File: config.mk
export PLATFORM = sky130hd
export DESIGN_NAME = btpl_ctrl
export DESIGN_NICKNAME = d
export VERILOG_FILES = /design/src/sv/btpl_pkg.sv /design/src/sv/btpl_ctrl.sv
export SDC_FILE = /design/constraint.sdc
export NUM_CORES = 1
export LEC_CHECK = 0
export BUFFER_PORTS_ARGS = -buffer_cell sky130_fd_sc_hd__buf_4
export CORE_AREA = 2 2 39 41
export DETAILED_ROUTE_END_ITERATION = 16
export DIE_AREA = 0 0 41 43
export GPL_TIMING_DRIVEN = 0
export PLACE_DENSITY = 0.45
export SLEW_MARGIN = 20
export SYNTH_ARGS = -nofsm -noshare
export SYNTH_HDL_FRONTEND = slang
export SYNTH_SLANG_ARGS = --single-unit
File: constraint.sdc
create_clock -name clk -period 1.85 [get_ports clk]
set_input_delay 0 -clock clk [delete_from_list [all_inputs] [get_ports clk]]
set_output_delay 0 -clock clk [all_outputs]
set_load 0.02 [all_outputs]
File: src/sv/btpl_pkg.sv
package btpl_pkg;

    // default node table depth
    localparam int unsigned DEF_NODE_DEPTH = 65536;

    // fixed field widths
    localparam int CHILD_W    = 17;
    localparam int NODE_IDX_W = 16;
    localparam int ADDR_W     = 32;
    localparam int STATUS_W   = 2;
    localparam int LEVEL_W    = $clog2(ADDR_W);
    localparam int ENTRY_W    = 2 * CHILD_W;

    // action codes of an input word
    localparam logic ACT_WRITE  = 1'b0;
    localparam logic ACT_LOOKUP = 1'b1;

    // result codes
    typedef enum logic [STATUS_W-1:0] {
        STATUS_FOUND     = 2'd0,
        STATUS_NOT_FOUND = 2'd1,
        STATUS_EXHAUSTED = 2'd2
    } status_t;

    // commands from controller to datapath
    typedef struct packed {
        logic write_node;
        logic start_walk;
        logic step;
        logic report;
    } dp_cmd_t;

    // status from datapath to controller
    typedef struct packed {
        logic terminal;
        logic found;
    } dp_stat_t;

endpackage

File: src/sv/btpl_ctrl.sv
module btpl_ctrl
    import btpl_pkg::*;
(
    input  logic     clk,
    input  logic     rst_n,
    input  logic     start,
    input  logic     action,
    input  dp_stat_t stat,
    output logic     busy,
    output dp_cmd_t  cmd
);

    typedef enum logic [1:0] {
        ST_IDLE = 2'b01,
        ST_WALK = 2'b10
    } state_t;

    state_t               state_reg;
    state_t               state_next;
    logic [LEVEL_W-1:0]   level_reg;
    logic [LEVEL_W-1:0]   level_next;

    // sequencing of one lookup, one trie level per cycle
    always_comb
    begin
        state_next = state_reg;
        level_next = level_reg;
        cmd        = '0;
        case (state_reg)
            ST_IDLE:
            begin
                if (start)
                begin
                    if (action == ACT_LOOKUP)
                    begin
                        cmd.start_walk = 1'b1;
                        level_next     = LEVEL_W'(ADDR_W - 1);
                        state_next     = ST_WALK;
                    end
                    else
                    begin
                        cmd.write_node = 1'b1;
                    end
                end
            end
            ST_WALK:
            begin
                if (stat.terminal || (level_reg == '0))
                begin
                    cmd.report = 1'b1;
                    state_next = ST_IDLE;
                end
                else
                begin
                    cmd.step   = 1'b1;
                    level_next = level_reg - 1'b1;
                end
            end
            default:
            begin
                state_next = ST_IDLE;
            end
        endcase
    end

    // state and level registers
    always_ff @(posedge clk or negedge rst_n)
    begin
        if (!rst_n)
        begin
            state_reg <= ST_IDLE;
            level_reg <= '0;
        end
        else
        begin
            state_reg <= state_next;
            level_reg <= level_next;
        end
    end

    assign busy = (state_reg != ST_IDLE);

endmodule

======== After elaboration in Yosys (flattened, before gate mapping) ========
Index checks and enable logic that the tools add are counted.
storage, ports and cells
  register bits ........................... 7
  bits of input ports ..................... 6
  logic and storage cells ................. 30
cells by class
  add/subtract/negate cells ............... 1
  eq/ne operators ......................... 7
  multiplexer cells ....................... 15
  reductions and logical operators ........ 5
operators by type and width
  operator                                                                 number
  5-bit two-way mux                                                        3
  2-bit two-way mux                                                        6
  5-bit case mux with 2 select lines                                       1
  2-bit inequality test, second input constant                             4
  5-bit logical NOT                                                        1
  5-bit by 1-bit subtractor with 5-bit output, second input constant       1
  1-bit two-way mux                                                        4
  2-bit case mux with 2 select lines                                       1
  4-bit AND reduction                                                      1
  3-bit AND reduction                                                      1
  2-bit by 1-bit == test with 1-bit output, second input constant          1
  2-bit == test, second input constant                                     1
  2-bit by 1-bit inequality test with 1-bit output, second input constant  1
  2-bit nonzero test                                                       1
  1-bit logical OR                                                         1

======== Longest topological paths before layout ========
Gate-level depths: netlist (run 1).
  word-level depth ........................ 4
  mapped depth ............................ 6
  depth with buffers taken out ............ 6

======== Worst setup path before layout (run 1) ========
Ideal clock, no wire load.
  path type ............................... register to output
  start point ............................. register level_reg[0]
  end point ............................... output cmd[0] (netlist name)
  arrival ................................. 1.479 ns
  data required time ...................... 1.850 ns
  slack ................................... 0.371 ns
  cell stages (with the launch flop) ...... 6
  path buffers ............................ 0
  path through ............................ dfrtp_1 inv_1 ha_1 nor4b_4 nor2_1 nor3b_1
RTL lines
  element                 RTL line         text
  start, declared         btpl_ctrl.sv:20  logic [LEVEL_W-1:0] level_reg;
  start signal, assigned  btpl_ctrl.sv:77  level_reg <= level_next;
  end, declared           btpl_ctrl.sv:10  output dp_cmd_t cmd

==> flow_summary.yaml, run 1 <==
status:
  status: "finished, final reports clean"
layout:
  fin_nets: 57
  fin_util_pct: 37.79
  seqCellArea_um2: 176.4
  diodes: 0
  multi_input_area_um2: 182.7
  largest_register_ffs: 5
  drive_gt1_share_pct: 42.86
  fillers: 137
  areaGrowthSynthToFinish_pct: 38.87
placed_design:
  hpwlAfterDp_um: 566.6
  io_buffers: 9
  place_worst_setup_slack_ps: 358.2
  place_congestion: 0.7793
pwr:
  switching_share_pct: 25.27
  p_comb_share_pct: 15.1
  p_leak_nw: 0.2528
  clock_power_share_pct: 39.0
  power_switching_w: 0.00009127
  power_density_nw_per_um2: 690.7
  p_total_w: 0.0003612
  power.internal_w: 0.0002700
  seq_power_share_pct: 45.9
  peakVddDrop_mv: 0.3365
floorplanning:
  chipWidth_um: 41
  die_y_um: 43
  dieArea_um2: 1763
  initial_core_util_pct: 27.22
  core_area_um2: 1384
  rows: 14
  ios: 11
clock_tree:
  cts.clk_slew.worst_paths_ps: 50
  cts_tree: "built"
  clkSinkCount: 7
  cts_buffers: 3
  clkLatencyLatePin_ps: 250
  cts_htree_levels: 1
  clock-root-buffer: "clkbuf_4"
  clockBufferDepth: 2
grt:
  antenna_found_initial: 0
  grt_pass1_wl_mm: 1.145
  overflow: 0
  grt_max_degree: 8
  grt_pass1_vias: 286
  track_usage_pct: 10.12
timing:
  rsz0062_at_grt: "false"
  setup_viol_count_final: 0
  slew_headroom_pct: 78.97
  fmax_ghz: 0.6143
  finalHoldViolCount: 0
  holdWs_ps: 90.12
  slew_violations: 0
  fin_ws_ps: 222.2
  fin_worst_skew_ps: 3.359
  tightestPinTransition_ps: 314.1
  finalCritPeriodShare_pct: 87.99
  finalCriticalPeriod_ps: 1628
  fin_setup_tns_ps: 0
detailed_routing:
  ant_nets: 0
  dr.pass1.iters: 2
  vias_per_cell: 4.646
  drt-total-wl_um: 757
  wire_per_inst_um: 11.65
  drtIter0Drc: 1
  vias: 302
  drc: 0
critical_path:
  worst-r2r-setup-slack_ps: 310
  crit_fanout: 4
  end_kind: "primary output"
  crit_path_start_kind: "register"
  critPathKind: "register to primary output"
  cp.required_ps: 1850
  cp.arrival_ps: 1630
yosys:
  syn-cell-area_um2: 376.6
  syn_inst: 32
  ys_ff_latch: 7
  ys_warn_count: 0
  yosysUniqueCellTypes: 21
  syn-num-nets: 39
  yosysSeqAreaShare_pct: 46.84
  synth.avg_cell_area_um2: 11.77
flow_run:
  maxCapViolations: 0
min_path:
  hp-class: "input port to async pin"
## per-stage QoR
step                      cells  instance area (um2)
after floorplan              32                376.6
after global placement       57                464.2
after detailed placement     57                464.2
after CTS                    62                500.5
after global routing         65                523.0
final                        65                523.0
## per-layer routing
layer  vias to the layer above  routed length [um]  share of wire, %  GRT usage (%)
met3                         2                  66               8.7          3.141
met4                         0                  25               3.3          8.000
li1                        149                   -                 -              -
met2                        11                 336                44          14.37
met5                         -                   0                 0              0
met1                       140                 329                43          11.88
## power by group through the flow
| stage | Sequential, W | Clock, W | Combinational, W |
|---|---|---|---|
| finish | 0.000166 | 0.000141 | 0.0000544 |
| global route | 0.000167 | 0.000156 | 0.0000599 |
| CTS | 0.000166 | 0.000145 | 0.0000556 |
| detailed placement | 0.000168 | 0 | 0.0000538 |
| global placement | 0.000168 | 0 | 0.0000524 |
| floorplan | 0.000167 | 0 | 0.0000304 |
## final cells by class
| class | instances | area share (%) |
|---|---|---|
| sequential | 7 | 33.73 |
| multi-input combinational | 21 | 34.93 |
| clock buffer | 4 | 5.024 |
| tap | 16 | 3.828 |
| timing repair buffer | 13 | 19.14 |
| inverter | 4 | 3.349 |
## timing repair
action                     in CTS  in global routing
resized for setup               0                  0
hold endpoints to repair        7                  0
setup buffers                   0                  3
setup endpoints to repair       0                  1
hold buffers                    1                  0
## Yosys cell counts
cell type | number | area share [%]
dfrtp_1 | 6 | 40
dfstp_2 | 1 | 7.0
nand4bb_1 | 1 | 3.0
xnor2_1 | 1 | 2.3
or3b_4 | 1 | 3.0
nand4b_1 | 1 | 2.3
inv_4 | 1 | 1.7
o31ai_1 | 1 | 2.0
a2bb2oi_2 | 1 | 4.0
inv_1 | 3 | 3.0
nor4b_4 | 1 | 6.3
nand2_1 | 1 | 1.0
a211o_1 | 1 | 2.3
ha_1 | 1 | 3.3
nor3b_1 | 2 | 4.0
a21oi_1 | 1 | 1.3
nor2_1 | 2 | 2.0
nand2b_1 | 1 | 1.7
o21a_4 | 1 | 4.0
a22oi_1 | 1 | 2.0
nor3_1 | 3 | 4.0
## worst paths after layout
check | from | endpoint | cells past startpoint
worst max register to register | level_reg[0] | level_reg[3] | 7
min in group clk | start | level_reg[4] | 3
max in group asynchronous | rst_n | state_reg[0] | 2
worst max-delay path | level_reg[0] | cmd[0] | 6
worst min-delay path | rst_n | level_reg[3] | 2
worst min register to register | level_reg[1] | level_reg[1] | 2
## layout by cell type, fill, tap and decap left out, types with 2 or more instances in the layout
cell | synthesis | layout
buf_4 | 0 | 12
clkbuf_4 | 0 | 3
dfrtp_1 | 6 | 6
inv_1 | 3 | 3
nor2_1 | 2 | 2
nor3_1 | 3 | 3
nor3b_1 | 2 | 2
## critical path, stage by stage, from the launching register on
cell	delay, ps
dfrtp_1	380
inv_1	90
ha_1	180
nor4b_4	300
nor2_1	70
nor3b_1	180
buf_4	170
## cells by family after synthesis
kind of cell | share of synthesized area (%)
AND/OR/NAND/NOR | 27.24
flip-flops | 46.84
AO/OA/AOI/OAI | 15.61
buffers and inverters | 4.652
XOR/XNOR | 2.326
adder cells (fa/ha/maj) | 3.322
No activity file was read; power rests on OpenSTA's default activity.
==> inputs of run 2 (changes only) <==
Settings changed: BUFFER_PORTS_ARGS -buffer_cell sky130_fd_sc_hd__buf_4 to unset, DONT_BUFFER_PORTS set to 1, PLACE_DENSITY 0.45 to 0.38.
Clock period 1.85 ns to 1.8 ns, I/O delays scaled along.
==> flow_summary.yaml, run 2 (synthesis results as in run 1) <==
layout:
  fillers: 154
  fin_nets: 46
  mostFrequentLayoutCells: "6 x dfrtp_1, 3 x inv_1, 3 x nor3_1, 3 x clkbuf_4"
  diodes: 0
  areaGrowthSynthToFinish_pct: 20.60
  fin_util_pct: 32.82
  layout_commonest_cell: "dfrtp_1"
  drive_gt1_share_pct: 31.58
  largest_register_ffs: 5
timing:
  slew_violations: 0
  setup_viol_count_final: 0
  fmax_ghz: 0.6240
  finalCriticalPeriod_ps: 1603
  holdWs_ps: 6.726
  finalCritPeriodShare_pct: 89.03
  finalHoldViolCount: 0
  fin_worst_skew_ps: 4.685
  slew_headroom_pct: 55.65
  rsz0062_at_grt: "false"
  fin_setup_tns_ps: 0
  tightestPinTransition_ps: 663.8
critical_path:
  cpMaxStageDelayCell: "nor3b_1"
  cp.required_ps: 1800
  worst-r2r-setup-slack_ps: 240
  end_kind: "primary output"
  slowest_delay_ps: 600
  cp.arrival_ps: 1600
  crit_fanout: 5
  path_cells: "nand2b_1 -> nor3b_1"
  crit_path_start_kind: "register"
  critPathKind: "register to primary output"
clock_tree:
  clkLatencyLatePin_ps: 250
  cts_buffers: 3
  clkSinkCount: 7
  clock-root-buffer: "clkbuf_4"
  clockBufferDepth: 2
  cts_htree_levels: 1
  cts_tree: "built"
  cts.clk_slew.worst_paths_ps: 50
floorplanning:
  initial_core_util_pct: 27.22
  dieArea_um2: 1763
  ios: 11
  die_y_um: 43
  rows: 14
  core_area_um2: 1384
  chipWidth_um: 41
grt:
  antenna_found_initial: 0
  grt_max_degree: 8
  grt_pass1_wl_mm: 1.179
  overflow: 0
  grt_pass1_vias: 298
  track_usage_pct: 10.72
status:
  status: "finished, final reports clean"
detailed_routing:
  vias_per_cell: 5.019
  ant_nets: 0
  drtIter0Drc: 2
  vias: 271
  dr.pass1.iters: 2
  drt-total-wl_um: 712
  drc: 0
  wire_per_inst_um: 13.19
pwr:
  p_total_w: 0.0003530
  p_leak_nw: 0.2033
  peakVddDrop_mv: 0.3053
  power_density_nw_per_um2: 777.3
placed_design:
  place_congestion: 0.7821
  io_buffers: 0
  hpwlAfterDp_um: 548.9
min_path:
  hp-class: "input port to register"
flow_run:
  maxCapViolations: 0
==> run 2: cell types whose count changed in the layout (fill, tap and decap cells not counted) <==
cell | before | now
nor2_2 | 0 | 1
nor2_1 | 2 | 1
buf_4 | 12 | 1
nor3b_4 | 0 | 1
nor3b_1 | 2 | 1
==> run 2: worst max-delay path, delay by kind of cell, from the launching register on <==
family	cells	cell delay (ps)
flops	1	580
simple gates	2	780
==> run 2: what timing repair did <==
action	in CTS	in global routing
endpoints found under the setup margin	1	1
hold endpoints to repair	7	0
gates cloned	0	0
pin swaps	0	0
buffers inserted	0	1
hold buffers	1	0
resized for setup	1	2
==> run 2: cell type report <==
class / instances / area, um2 / area share [%]
well taps: 16 / 20.02 / 4.408
repair buffers: 2 / 17.52 / 3.857
clock buffers: 4 / 26.28 / 5.785
multi-input cells: 21 / 196.4 / 43.25
inverters: 4 / 17.52 / 3.857
flip-flops and latches: 7 / 176.4 / 38.84
==> run 2: path summary, 6_finish.rpt <==
check                              from      endpoint  depth (start not counted)
max                        state_reg[0]        cmd[3]                          2
min                               start  level_reg[4]                          2
max reg2reg                level_reg[0]  level_reg[3]                          7
min reg2reg                level_reg[1]  level_reg[1]                          2
max in group asynchronous         rst_n  state_reg[0]                          1
min in group asynchronous         rst_n  level_reg[3]                          1
==> run 2: stage by stage <==
step	setup slack, ps	instance area, um2	cells
floorplan	321.0	376.6	32
global placement	156.1	396.6	48
detailed placement	145.7	396.6	48
CTS	69.02	437.9	53
global route	20.17	454.2	54
finish	197.4	454.2	54
==> run 2: layer usage <==
layer / wire, um / GRT usage (%) / part of all wire (%)
met4: 5 / 8.000 / 0.70
met2: 346 / 15.31 / 49
met1: 290 / 11.51 / 41
met3: 70 / 5.236 / 9.8
met5: 0 / 0 / 0
==> run 2: where the power goes <==
| group | internal (W) | switching, W | leakage, nW |
|---|---|---|---|
| logic | 0.0000154 | 0.0000253 | 0.120 |
| clock network | 0.0000845 | 0.0000559 | 0.0150 |
| registers | 0.000165 | 0.00000652 | 0.0680 |
